--- src/sv/kese_pkg.sv ---
// Key escape sequence encoder: shared package.
// Holds the byte-sequence descriptor type, byte constants and key class lookups.
// No dependencies.
`default_nettype none

package kese_pkg;

    // Longest sequence one key can produce, and the index width over it
    localparam int SEQ_MAX   = 8;
    localparam int SEQ_IDX_W = $clog2(SEQ_MAX);

    // Default depth of the queue between front and back
    localparam int KESE_QUEUE_DEPTH = 2;

    // Byte constants
    localparam logic [7:0] BYTE_ESC   = 8'h1B;
    localparam logic [7:0] BYTE_CSI   = 8'h5B;  // '['
    localparam logic [7:0] BYTE_SS3   = 8'h4F;  // 'O'
    localparam logic [7:0] BYTE_SEMI  = 8'h3B;  // ';'
    localparam logic [7:0] BYTE_TILDE = 8'h7E;  // '~'
    localparam logic [7:0] BYTE_U     = 8'h75;  // 'u'
    localparam logic [7:0] BYTE_P     = 8'h50;  // 'P'
    localparam logic [7:0] BYTE_CR    = 8'h0D;
    localparam logic [7:0] BYTE_ZERO  = 8'h30;  // '0'
    localparam logic [7:0] CTRL_LIFT  = 8'h60;
    localparam logic [7:0] CTRL_LIMIT = 8'h20;

    // Key class codes
    localparam logic [4:0] KC_CHAR  = 5'd0;
    localparam logic [4:0] KC_UP    = 5'd1;
    localparam logic [4:0] KC_DOWN  = 5'd2;
    localparam logic [4:0] KC_RIGHT = 5'd3;
    localparam logic [4:0] KC_LEFT  = 5'd4;
    localparam logic [4:0] KC_HOME  = 5'd5;
    localparam logic [4:0] KC_END   = 5'd6;
    localparam logic [4:0] KC_INS   = 5'd7;
    localparam logic [4:0] KC_DEL   = 5'd8;
    localparam logic [4:0] KC_PGUP  = 5'd9;
    localparam logic [4:0] KC_PGDN  = 5'd10;
    localparam logic [4:0] KC_F1    = 5'd11;
    localparam logic [4:0] KC_F2    = 5'd12;
    localparam logic [4:0] KC_F3    = 5'd13;
    localparam logic [4:0] KC_F4    = 5'd14;
    localparam logic [4:0] KC_F5    = 5'd15;
    localparam logic [4:0] KC_F6    = 5'd16;
    localparam logic [4:0] KC_F7    = 5'd17;
    localparam logic [4:0] KC_F8    = 5'd18;
    localparam logic [4:0] KC_F9    = 5'd19;
    localparam logic [4:0] KC_F10   = 5'd20;
    localparam logic [4:0] KC_F11   = 5'd21;
    localparam logic [4:0] KC_F12   = 5'd22;
    localparam logic [4:0] KC_ENTER = 5'd23;

    // One encoded key: bytes in order from index 0, and length minus one
    typedef struct packed {
        logic [SEQ_MAX-1:0][7:0] bytes;
        logic [SEQ_IDX_W-1:0]    len_m1;
    } kese_seq_t;

    // Final byte of cursor, Home and End keys
    function automatic logic [7:0] cursor_final(input logic [4:0] cls);
        logic [7:0] f;
        case (cls)
            KC_UP:    f = 8'h41;  // 'A'
            KC_DOWN:  f = 8'h42;  // 'B'
            KC_RIGHT: f = 8'h43;  // 'C'
            KC_LEFT:  f = 8'h44;  // 'D'
            KC_HOME:  f = 8'h48;  // 'H'
            KC_END:   f = 8'h46;  // 'F'
            default:  f = 8'h41;
        endcase
        return f;
    endfunction

    // Number ahead of '~' for editing keys and F5-F12
    function automatic logic [7:0] tilde_num(input logic [4:0] cls);
        logic [7:0] n;
        case (cls)
            KC_INS:  n = 8'd2;
            KC_DEL:  n = 8'd3;
            KC_PGUP: n = 8'd5;
            KC_PGDN: n = 8'd6;
            KC_F5:   n = 8'd15;
            KC_F6:   n = 8'd17;
            KC_F7:   n = 8'd18;
            KC_F8:   n = 8'd19;
            KC_F9:   n = 8'd20;
            KC_F10:  n = 8'd21;
            KC_F11:  n = 8'd23;
            KC_F12:  n = 8'd24;
            default: n = 8'd2;
        endcase
        return n;
    endfunction

endpackage

`default_nettype wire

--- src/sv/key_escape_sequence_encoder.sv ---
// Key escape sequence encoder: top level.
// Ties front end, descriptor queue and back end together; depends on kese_pkg.
//
// Usage:
//  - Input channel (in_valid / in_stall) takes one key event per transaction:
//    key_class, key_char and the Shift, Alt and Ctrl flags.
//  - Output channel (out_valid / out_stall) gives one byte per transaction,
//    with last_byte set on the final byte of each key's sequence. A key gives
//    one to eight bytes; a character key with a zero character gives none.
//  - cfg_wr_en / cfg_wr_data write the CSI-u mode bit; write only when idle.
//  - The first byte of a key is registered in the queue and then in the output
//    register before it is presented. The back end emits one byte per cycle
//    while out_stall is low, so a key holds it until its last byte is loaded.
//  - A new event is taken every cycle while the queue (QUEUE_DEPTH entries)
//    has room; in_stall is high only when it is full.
//  - When the receiver stalls, the output byte holds and the queue fills,
//    after which in_stall rises.
//  - Reset clears the mode bit to 0 and empties the queue and output register.
`default_nettype none

module key_escape_sequence_encoder
    import kese_pkg::*;
#(
    parameter int QUEUE_DEPTH = KESE_QUEUE_DEPTH
)
(
    input  wire logic       clk,
    input  wire logic       rst_n,
    input  wire logic       cfg_wr_en,
    input  wire logic       cfg_wr_data,
    input  wire logic       in_valid,
    output logic            in_stall,
    input  wire logic [4:0] key_class,
    input  wire logic [7:0] key_char,
    input  wire logic       shift_held,
    input  wire logic       alt_held,
    input  wire logic       ctrl_held,
    output logic            out_valid,
    input  wire logic       out_stall,
    output logic [7:0]      out_byte,
    output logic            last_byte
);

    logic      q_push;
    logic      q_pop;
    logic      q_full;
    logic      q_head_valid;
    kese_seq_t q_push_data;
    kese_seq_t q_head_data;

    // Front end: classify and build sequences
    kese_front u_front (
        .clk         (clk),
        .rst_n       (rst_n),
        .cfg_wr_en   (cfg_wr_en),
        .cfg_wr_data (cfg_wr_data),
        .in_valid    (in_valid),
        .key_class   (key_class),
        .key_char    (key_char),
        .shift_held  (shift_held),
        .alt_held    (alt_held),
        .ctrl_held   (ctrl_held),
        .q_full      (q_full),
        .in_stall    (in_stall),
        .q_push      (q_push),
        .q_data      (q_push_data)
    );

    // Queue between the two sides
    kese_queue #(
        .DEPTH (QUEUE_DEPTH)
    ) u_queue (
        .clk        (clk),
        .rst_n      (rst_n),
        .push       (q_push),
        .push_data  (q_push_data),
        .pop        (q_pop),
        .full       (q_full),
        .head_valid (q_head_valid),
        .head_data  (q_head_data)
    );

    // Back end: byte serialiser
    kese_back u_back (
        .clk        (clk),
        .rst_n      (rst_n),
        .head_valid (q_head_valid),
        .head_data  (q_head_data),
        .q_pop      (q_pop),
        .out_valid  (out_valid),
        .out_stall  (out_stall),
        .out_byte   (out_byte),
        .last_byte  (last_byte)
    );

    // Checks
    a_no_push_when_full: assert property (@(posedge clk) disable iff (!rst_n)
        !(q_push && q_full))
        else $error("queue written while full");

    a_no_pop_when_empty: assert property (@(posedge clk) disable iff (!rst_n)
        q_pop |-> q_head_valid)
        else $error("queue read while empty");

    a_pop_gives_last: assert property (@(posedge clk) disable iff (!rst_n)
        q_pop |=> (out_valid && last_byte))
        else $error("sequence retired without its last byte presented");

endmodule

`default_nettype wire

--- src/sv/kese_front.sv ---
// Key escape sequence encoder: front end.
// Accepts key events, classifies them and builds the full byte sequence.
// Depends on kese_pkg.
`default_nettype none

module kese_front
    import kese_pkg::*;
(
    input  wire logic        clk,
    input  wire logic        rst_n,
    input  wire logic        cfg_wr_en,
    input  wire logic        cfg_wr_data,
    input  wire logic        in_valid,
    input  wire logic [4:0]  key_class,
    input  wire logic [7:0]  key_char,
    input  wire logic        shift_held,
    input  wire logic        alt_held,
    input  wire logic        ctrl_held,
    input  wire logic        q_full,
    output logic             in_stall,
    output logic             q_push,
    output kese_seq_t        q_data
);

    typedef enum logic [1:0] {
        FORM_NONE,
        FORM_ESCSEQ,
        FORM_RAW
    } form_t;

    logic        csi_u_enable_reg;
    logic        csi_u_enable_next;

    form_t       form;
    logic [7:0]  second_b;
    logic        num_en;
    logic [7:0]  num_val;
    logic        param_en;
    logic [7:0]  final_b;
    logic        raw_esc;
    logic [7:0]  raw_b;

    logic        mod_held;
    logic [3:0]  mods;
    logic [7:0]  mod_digit;
    logic [7:0]  cp;

    logic [1:0]  hund;
    logic [7:0]  hund_sub;
    logic [6:0]  rem_val;
    logic [14:0] tens_prod;
    logic [3:0]  tens;
    logic [6:0]  tens_x10;
    logic [3:0]  units;
    logic [1:0]  ndig;

    logic [3:0]  pos;
    kese_seq_t   seq;

    // Mode register
    assign csi_u_enable_next = cfg_wr_en ? cfg_wr_data : csi_u_enable_reg;

    always_ff @(posedge clk or negedge rst_n)
    begin
        if (!rst_n)
        begin
            csi_u_enable_reg <= 1'b0;
        end
        else
        begin
            csi_u_enable_reg <= csi_u_enable_next;
        end
    end

    // Modifier value 1..8 and its digit
    assign mod_held  = shift_held | alt_held | ctrl_held;
    assign mods      = 4'd1 + {3'b000, shift_held} + {2'b00, alt_held, 1'b0}
                     + {1'b0, ctrl_held, 2'b00};
    assign mod_digit = BYTE_ZERO + {4'b0000, mods};

    // Code point in CSI-u mode, control codes lifted under Ctrl
    assign cp = (ctrl_held && (key_char < CTRL_LIMIT)) ? (key_char + CTRL_LIFT) : key_char;

    // Classification
    always_comb
    begin
        form     = FORM_NONE;
        second_b = BYTE_CSI;
        num_en   = 1'b0;
        num_val  = 8'd1;
        param_en = 1'b0;
        final_b  = BYTE_TILDE;
        raw_esc  = 1'b0;
        raw_b    = key_char;
        if (key_class inside {[KC_UP:KC_END]})
        begin
            form     = FORM_ESCSEQ;
            num_en   = mod_held;
            param_en = mod_held;
            final_b  = cursor_final(key_class);
        end
        else if (key_class inside {[KC_INS:KC_PGDN], [KC_F5:KC_F12]})
        begin
            form     = FORM_ESCSEQ;
            num_en   = 1'b1;
            num_val  = tilde_num(key_class);
            param_en = mod_held;
            final_b  = BYTE_TILDE;
        end
        else if (key_class inside {[KC_F1:KC_F4]})
        begin
            // unmodified F1-F4 use SS3 with no parameters
            form     = FORM_ESCSEQ;
            second_b = mod_held ? BYTE_CSI : BYTE_SS3;
            num_en   = mod_held;
            param_en = mod_held;
            final_b  = BYTE_P + {6'b000000, key_class[1:0] - KC_F1[1:0]};
        end
        else if (key_class == KC_ENTER)
        begin
            form    = FORM_RAW;
            raw_esc = alt_held;
            raw_b   = BYTE_CR;
        end
        else if (key_char != 8'h00)
        begin
            // plain characters, also the unused classes
            if (csi_u_enable_reg)
            begin
                form     = FORM_ESCSEQ;
                num_en   = 1'b1;
                num_val  = cp;
                param_en = 1'b1;
                final_b  = BYTE_U;
            end
            else
            begin
                form    = FORM_RAW;
                raw_esc = alt_held;
            end
        end
    end

    // Decimal digits of num_val; tens by reciprocal multiply (exact below 100)
    assign hund      = (num_val >= 8'd200) ? 2'd2 : (num_val >= 8'd100) ? 2'd1 : 2'd0;
    assign hund_sub  = (hund == 2'd2) ? 8'd200 : (hund == 2'd1) ? 8'd100 : 8'd0;
    assign rem_val   = 7'(num_val - hund_sub);
    assign tens_prod = {8'b0, rem_val} * 15'd205;
    assign tens      = tens_prod[14:11];
    assign tens_x10  = {tens, 3'b000} - 7'd0 + {2'b00, tens, 1'b0};
    assign units     = 4'(rem_val - tens_x10);
    assign ndig      = (num_val >= 8'd100) ? 2'd3 : (num_val >= 8'd10) ? 2'd2 : 2'd1;

    // Sequence assembly
    always_comb
    begin
        seq.bytes = '0;
        pos       = 4'd0;
        if (form == FORM_ESCSEQ)
        begin
            seq.bytes[pos[SEQ_IDX_W-1:0]] = BYTE_ESC;
            pos = pos + 4'd1;
            seq.bytes[pos[SEQ_IDX_W-1:0]] = second_b;
            pos = pos + 4'd1;
            if (num_en)
            begin
                if (ndig == 2'd3)
                begin
                    seq.bytes[pos[SEQ_IDX_W-1:0]] = BYTE_ZERO + {6'b000000, hund};
                    pos = pos + 4'd1;
                end
                if (ndig != 2'd1)
                begin
                    seq.bytes[pos[SEQ_IDX_W-1:0]] = BYTE_ZERO + {4'b0000, tens};
                    pos = pos + 4'd1;
                end
                seq.bytes[pos[SEQ_IDX_W-1:0]] = BYTE_ZERO + {4'b0000, units};
                pos = pos + 4'd1;
            end
            if (param_en)
            begin
                seq.bytes[pos[SEQ_IDX_W-1:0]] = BYTE_SEMI;
                pos = pos + 4'd1;
                seq.bytes[pos[SEQ_IDX_W-1:0]] = mod_digit;
                pos = pos + 4'd1;
            end
            seq.bytes[pos[SEQ_IDX_W-1:0]] = final_b;
            pos = pos + 4'd1;
        end
        else if (form == FORM_RAW)
        begin
            if (raw_esc)
            begin
                seq.bytes[pos[SEQ_IDX_W-1:0]] = BYTE_ESC;
                pos = pos + 4'd1;
            end
            seq.bytes[pos[SEQ_IDX_W-1:0]] = raw_b;
            pos = pos + 4'd1;
        end
        seq.len_m1 = SEQ_IDX_W'(pos - 4'd1);
    end

    // Events that produce no bytes are accepted and dropped
    assign in_stall = q_full;
    assign q_push   = in_valid && !q_full && (form != FORM_NONE);
    assign q_data   = seq;

endmodule

`default_nettype wire

--- src/sv/kese_queue.sv ---
// Key escape sequence encoder: descriptor queue between front and back.
// Small register FIFO of encoded key sequences.
// Depends on kese_pkg.
`default_nettype none

module kese_queue
    import kese_pkg::*;
#(
    parameter int DEPTH = KESE_QUEUE_DEPTH
)
(
    input  wire logic      clk,
    input  wire logic      rst_n,
    input  wire logic      push,
    input  wire kese_seq_t push_data,
    input  wire logic      pop,
    output logic           full,
    output logic           head_valid,
    output kese_seq_t      head_data
);

    localparam int PTR_W = (DEPTH > 1) ? $clog2(DEPTH) : 1;
    localparam int CNT_W = $clog2(DEPTH + 1);

    kese_seq_t          store_reg [DEPTH];
    logic [PTR_W-1:0]   wr_ptr_reg;
    logic [PTR_W-1:0]   wr_ptr_next;
    logic [PTR_W-1:0]   rd_ptr_reg;
    logic [PTR_W-1:0]   rd_ptr_next;
    logic [CNT_W-1:0]   count_reg;
    logic [CNT_W-1:0]   count_next;

    // Pointer and fill count update
    always_comb
    begin
        wr_ptr_next = wr_ptr_reg;
        rd_ptr_next = rd_ptr_reg;
        count_next  = count_reg;
        if (push)
        begin
            wr_ptr_next = (wr_ptr_reg == PTR_W'(DEPTH - 1)) ? '0 : wr_ptr_reg + 1'b1;
        end
        if (pop)
        begin
            rd_ptr_next = (rd_ptr_reg == PTR_W'(DEPTH - 1)) ? '0 : rd_ptr_reg + 1'b1;
        end
        if (push && !pop)
        begin
            count_next = count_reg + 1'b1;
        end
        else if (pop && !push)
        begin
            count_next = count_reg - 1'b1;
        end
    end

    always_ff @(posedge clk or negedge rst_n)
    begin
        if (!rst_n)
        begin
            wr_ptr_reg <= '0;
            rd_ptr_reg <= '0;
            count_reg  <= '0;
        end
        else
        begin
            wr_ptr_reg <= wr_ptr_next;
            rd_ptr_reg <= rd_ptr_next;
            count_reg  <= count_next;
        end
    end

    // Storage, no reset needed
    always_ff @(posedge clk)
    begin
        if (push)
        begin
            store_reg[wr_ptr_reg] <= push_data;
        end
    end

    assign full       = (count_reg == CNT_W'(DEPTH));
    assign head_valid = (count_reg != '0);
    assign head_data  = store_reg[rd_ptr_reg];

endmodule

`default_nettype wire

--- src/sv/kese_back.sv ---
// Key escape sequence encoder: back end.
// Walks the head sequence one byte per cycle into the output register while not stalled.
// Depends on kese_pkg.
`default_nettype none

module kese_back
    import kese_pkg::*;
(
    input  wire logic        clk,
    input  wire logic        rst_n,
    input  wire logic        head_valid,
    input  wire kese_seq_t   head_data,
    output logic             q_pop,
    output logic             out_valid,
    input  wire logic        out_stall,
    output logic [7:0]       out_byte,
    output logic             last_byte
);

    logic [SEQ_IDX_W-1:0] idx_reg;
    logic [SEQ_IDX_W-1:0] idx_next;
    logic                 out_valid_reg;
    logic                 out_valid_next;
    logic [7:0]           out_byte_reg;
    logic                 last_byte_reg;
    logic                 load;
    logic                 at_last;

    // Output register takes a new byte when empty or being drained
    assign load    = head_valid && (!out_valid_reg || !out_stall);
    assign at_last = (idx_reg == head_data.len_m1);
    assign q_pop   = load && at_last;

    always_comb
    begin
        idx_next       = idx_reg;
        out_valid_next = out_valid_reg;
        if (load)
        begin
            idx_next       = at_last ? '0 : idx_reg + 1'b1;
            out_valid_next = 1'b1;
        end
        else if (!out_stall)
        begin
            out_valid_next = 1'b0;
        end
    end

    always_ff @(posedge clk or negedge rst_n)
    begin
        if (!rst_n)
        begin
            idx_reg       <= '0;
            out_valid_reg <= 1'b0;
        end
        else
        begin
            idx_reg       <= idx_next;
            out_valid_reg <= out_valid_next;
        end
    end

    // Payload
    always_ff @(posedge clk)
    begin
        if (load)
        begin
            out_byte_reg  <= head_data.bytes[idx_reg];
            last_byte_reg <= at_last;
        end
    end

    assign out_valid = out_valid_reg;
    assign out_byte  = out_byte_reg;
    assign last_byte = last_byte_reg;

endmodule

`default_nettype wire

--- config.mk ---
export PLATFORM = sky130hd
export DESIGN_NAME = key_escape_sequence_encoder
export DESIGN_NICKNAME = d
export VERILOG_FILES = /design/src/sv/kese_pkg.sv /design/src/sv/key_escape_sequence_encoder.sv /design/src/sv/kese_front.sv /design/src/sv/kese_queue.sv /design/src/sv/kese_back.sv
export SDC_FILE = /design/constraint.sdc
export NUM_CORES = 1
export LEC_CHECK = 0
export BUFFER_PORTS_ARGS = -buffer_cell sky130_fd_sc_hd__buf_2
export CAP_MARGIN = 20
export CORE_MARGIN = 2
export CORE_UTILIZATION = 60
export CTS_BUF_LIST = sky130_fd_sc_hd__clkbuf_4
export CTS_CLUSTER_DIAMETER = 60
export DETAILED_ROUTE_END_ITERATION = 12
export PLACE_DENSITY = 0.75
export SLEW_MARGIN = 10
export SYNTH_ARGS = -nofsm -noshare
export SYNTH_HDL_FRONTEND = slang
export SYNTH_HIERARCHICAL = 1
export SYNTH_SLANG_ARGS = --single-unit
export TNS_END_PERCENT = 30
--- constraint.sdc ---
create_clock -name clk -period 17.2 [get_ports clk]
set_input_delay 2.58 -clock clk [delete_from_list [all_inputs] [get_ports clk]]
set_output_delay 2.58 -clock clk [all_outputs]
set_load 0.01 [all_outputs]
==> metrics <==
status=finished, final reports clean; initial core utilization=0.6159; Tightest Pin Transition=1.084 ns; Worst EP required=between 15 and 20 ns; commonest non-fill, non-tap cell in the layout=edfxtp_1; EDFF count, synth=143; Setup TNS Final=0 ns; Iteration-0 DRC Markers=a little under 600; Routed WL=24,230 microns; CTS clk-pin slew, worst paths=approximately 0.14 ns; post-layout util=0.6497; share of cells above drive strength 1=0.2087; asr flop ratio synth=0.05921; Largest register FFs=134; CP max-delay cell=fa_1; Num Clock Sinks=152; Post-CTS Setup Inserts=0; fmax=approximately 93 MHz; initial antenna violation count=1; post-synthesis cell count=840; NumNets Final=between 900 and 1k; GP Congestion=0.9910; fin. max-slew vios=0; met2 wire length=around 12,000 microns; Clock Skew=between 0.02 and 0.025 ns; Hold WC Path Type=flop to flop; Worst Path Arrival=between 10 and 15 ns; first-pass GRT wire length=38,460 microns; Post-Place Setup Slack=about 6.0 ns; drt first pass iters=5; max layer used=met4; register bit total from synthesis=around 150; synthesized area per cell=11.69 sq um; remaining global-route overflow=0; io pins=33; Post-synth top flop=edfxtp_1; Die H=131.9 microns; CTS Root Cell=clkbuf_4; Syn Std Cell Area=approximately 0.0098 sq mm; number of vias per cell=6.403; Final ANT Viol Nets=0; Layout Area Growth over Synthesis=5.492%; worst skew pair latency=~0.56 ns; CTS buffer count=17; register area share after synthesis=0.4602; crit path kind=input pin to flop; CORE AREA=0.01594 sq mm; vias post-DR=7,005; setup slack after layout=~6.5 ns; Die ar.=around 0.017 sq mm; Cell variety after synth=86; worst-path maximum fanout=12; gr usage total=0.2876; Slew HR=0.2776; vias in the first global route=6,950; H-tree depth=4; DR DRC count=0; post-CTS sizing=0; largest net degree at the start of global routing=69; WL met3=1378 microns; Final Hold Viols=0; Synth Warn #=6; CP Capture Type=flop; P per Cell Area=about 160 mW/mm^2; # setup viols final=0; Longest Clk Path Bufs=2; IO Port Bufs=32; width of the chip=about 130 microns; maxcap violations=0; row count=46; Max VDD drop=between 0.0001 and 0.00015 V; DR WL/cell=approximately 22 microns; DP HPWL=17,690 microns; most frequent cells in the layout=edfxtp_1, nand2_1, ha_1, mux2_2, inv_1; reg2reg setup slack=~9.1 ns; fin crit share=0.6224; leakage power=4.081 nW; CTS Hold Buffers Added=0; unrepaired setup endpoints after global routing=false; Setup crit start kind=input pin; max incr delay on CP=0.51 ns; CTS tree=built; Tmin final=between 10 and 15 ns; wl on met1=~10,000 microns
worst paths after layout:
kind                                          start                       end  cells after the start
min                                u_back/out_valid          u_back/out_valid                      1
max reg2reg                u_front/csi_u_enable_reg  u_queue/store_reg[0][38]                     33
min in group asynchronous                     rst_n  u_front/csi_u_enable_reg                      1
min reg2reg                        u_back/out_valid          u_back/out_valid                      1
max                                    key_class[1]  u_queue/store_reg[0][38]                     37
max in group asynchronous                     rst_n        u_queue/rd_ptr_reg                      1
synth_stat cells, types with 4 or more instances:
library cell | number | area, sq um
buf_2 | 11 | 55.05
o21ai_0 | 37 | 185.2
buf_4 | 11 | 82.58
a32oi_1 | 4 | 35.03
ha_1 | 60 | 750.7
xor2_1 | 14 | 122.6
dfrtp_1 | 9 | 225.2
nand4_1 | 4 | 25.02
xnor2_1 | 8 | 70.07
nand2_1 | 82 | 307.8
and2_1 | 8 | 50.05
nand2b_1 | 10 | 62.56
o22ai_1 | 10 | 62.56
a31oi_1 | 10 | 62.56
o211ai_1 | 4 | 30.03
buf_6 | 5 | 56.30
o31ai_1 | 7 | 52.55
and3_1 | 7 | 43.79
nand3_1 | 39 | 195.2
a211o_1 | 5 | 43.79
mux4_2 | 8 | 180.2
fa_1 | 9 | 180.2
a21boi_0 | 5 | 37.54
a21oi_1 | 41 | 205.2
inv_1 | 48 | 180.2
nor2_1 | 41 | 153.9
nor2b_1 | 11 | 68.82
clkbuf_1 | 9 | 33.78
mux2_4 | 21 | 315.3
mux4_1 | 8 | 210.2
mux2_2 | 50 | 563.0
edfxtp_1 | 143 | 4294
nor3_1 | 14 | 70.07
cell type report:
cell class                 instances  area, sq um
fill                            1269         5584
multi-input combinational        601         4856
sequential                       152         4521
tap                              216        270.3
timing repair buffer              40        220.2
inverter                          52        195.2
clock inverter                    15        166.4
clock buffer                      17        127.6
antenna                            1        2.502
power breakdown:
part	total (W)	switching, W	internal (W)	leakage (nW)
Combinational	0.000819	0.000467	0.000352	2.48
Clock	0.000225	0.000136	0.0000895	0.151
Sequential	0.000581	0.0000360	0.000545	1.45
per-stage QoR:
step / std cells / power, W / hold slack, ns / instance area, sq um
detailed placement: 1061 / 0.001401 / 0.4881 / 10060
global route: 1094 / 0.001734 / 0.5569 / 10360
floorplan: 845 / 0.001210 / 0.4474 / 9838
global placement: 1061 / 0.001373 / 0.4685 / 10060
CTS: 1093 / 0.001628 / 0.5213 / 10360
finish: 1094 / 0.001625 / 0.5173 / 10360
routing by layer:
metal | GRT usage | vias up
met5 | 0 | -
met4 | 0.1274 | 0
met3 | 0.03960 | 59
met2 | 0.4737 | 294
met1 | 0.3830 | 3446
li1 | - | 3206
logic make-up (layout without fill, tap and decap cells):
| group | Yosys count | after routing | share of synthesized area |
|---|---|---|---|
| and+or+nand+nor | 238 | 238 | 0.1167 |
| xor gates and xnor gates | 22 | 22 | 0.01962 |
| other | 1 | 7 | 0.0003819 |
| adders and majority gates | 69 | 69 | 0.09480 |
| muxes | 90 | 90 | 0.1323 |
| AOI/OAI and AO/OA | 176 | 176 | 0.1274 |
| buffers and inverters | 92 | 124 | 0.04855 |
| DFF | 152 | 152 | 0.4602 |
critical path, delay by kind of cell:
| kind | cells | cell delay [ns] |
|---|---|---|
| adder cells (fa/ha/maj) | 9 | 2.96 |
| AND/OR/NAND/NOR | 8 | 2.00 |
| AO/OA/AOI/OAI | 9 | 1.93 |
| XOR/XNOR | 3 | 0.62 |
| buffers and inverters | 7 | 0.58 |
| multiplexers | 1 | 0.32 |
(Power assumes the default switching activity.)
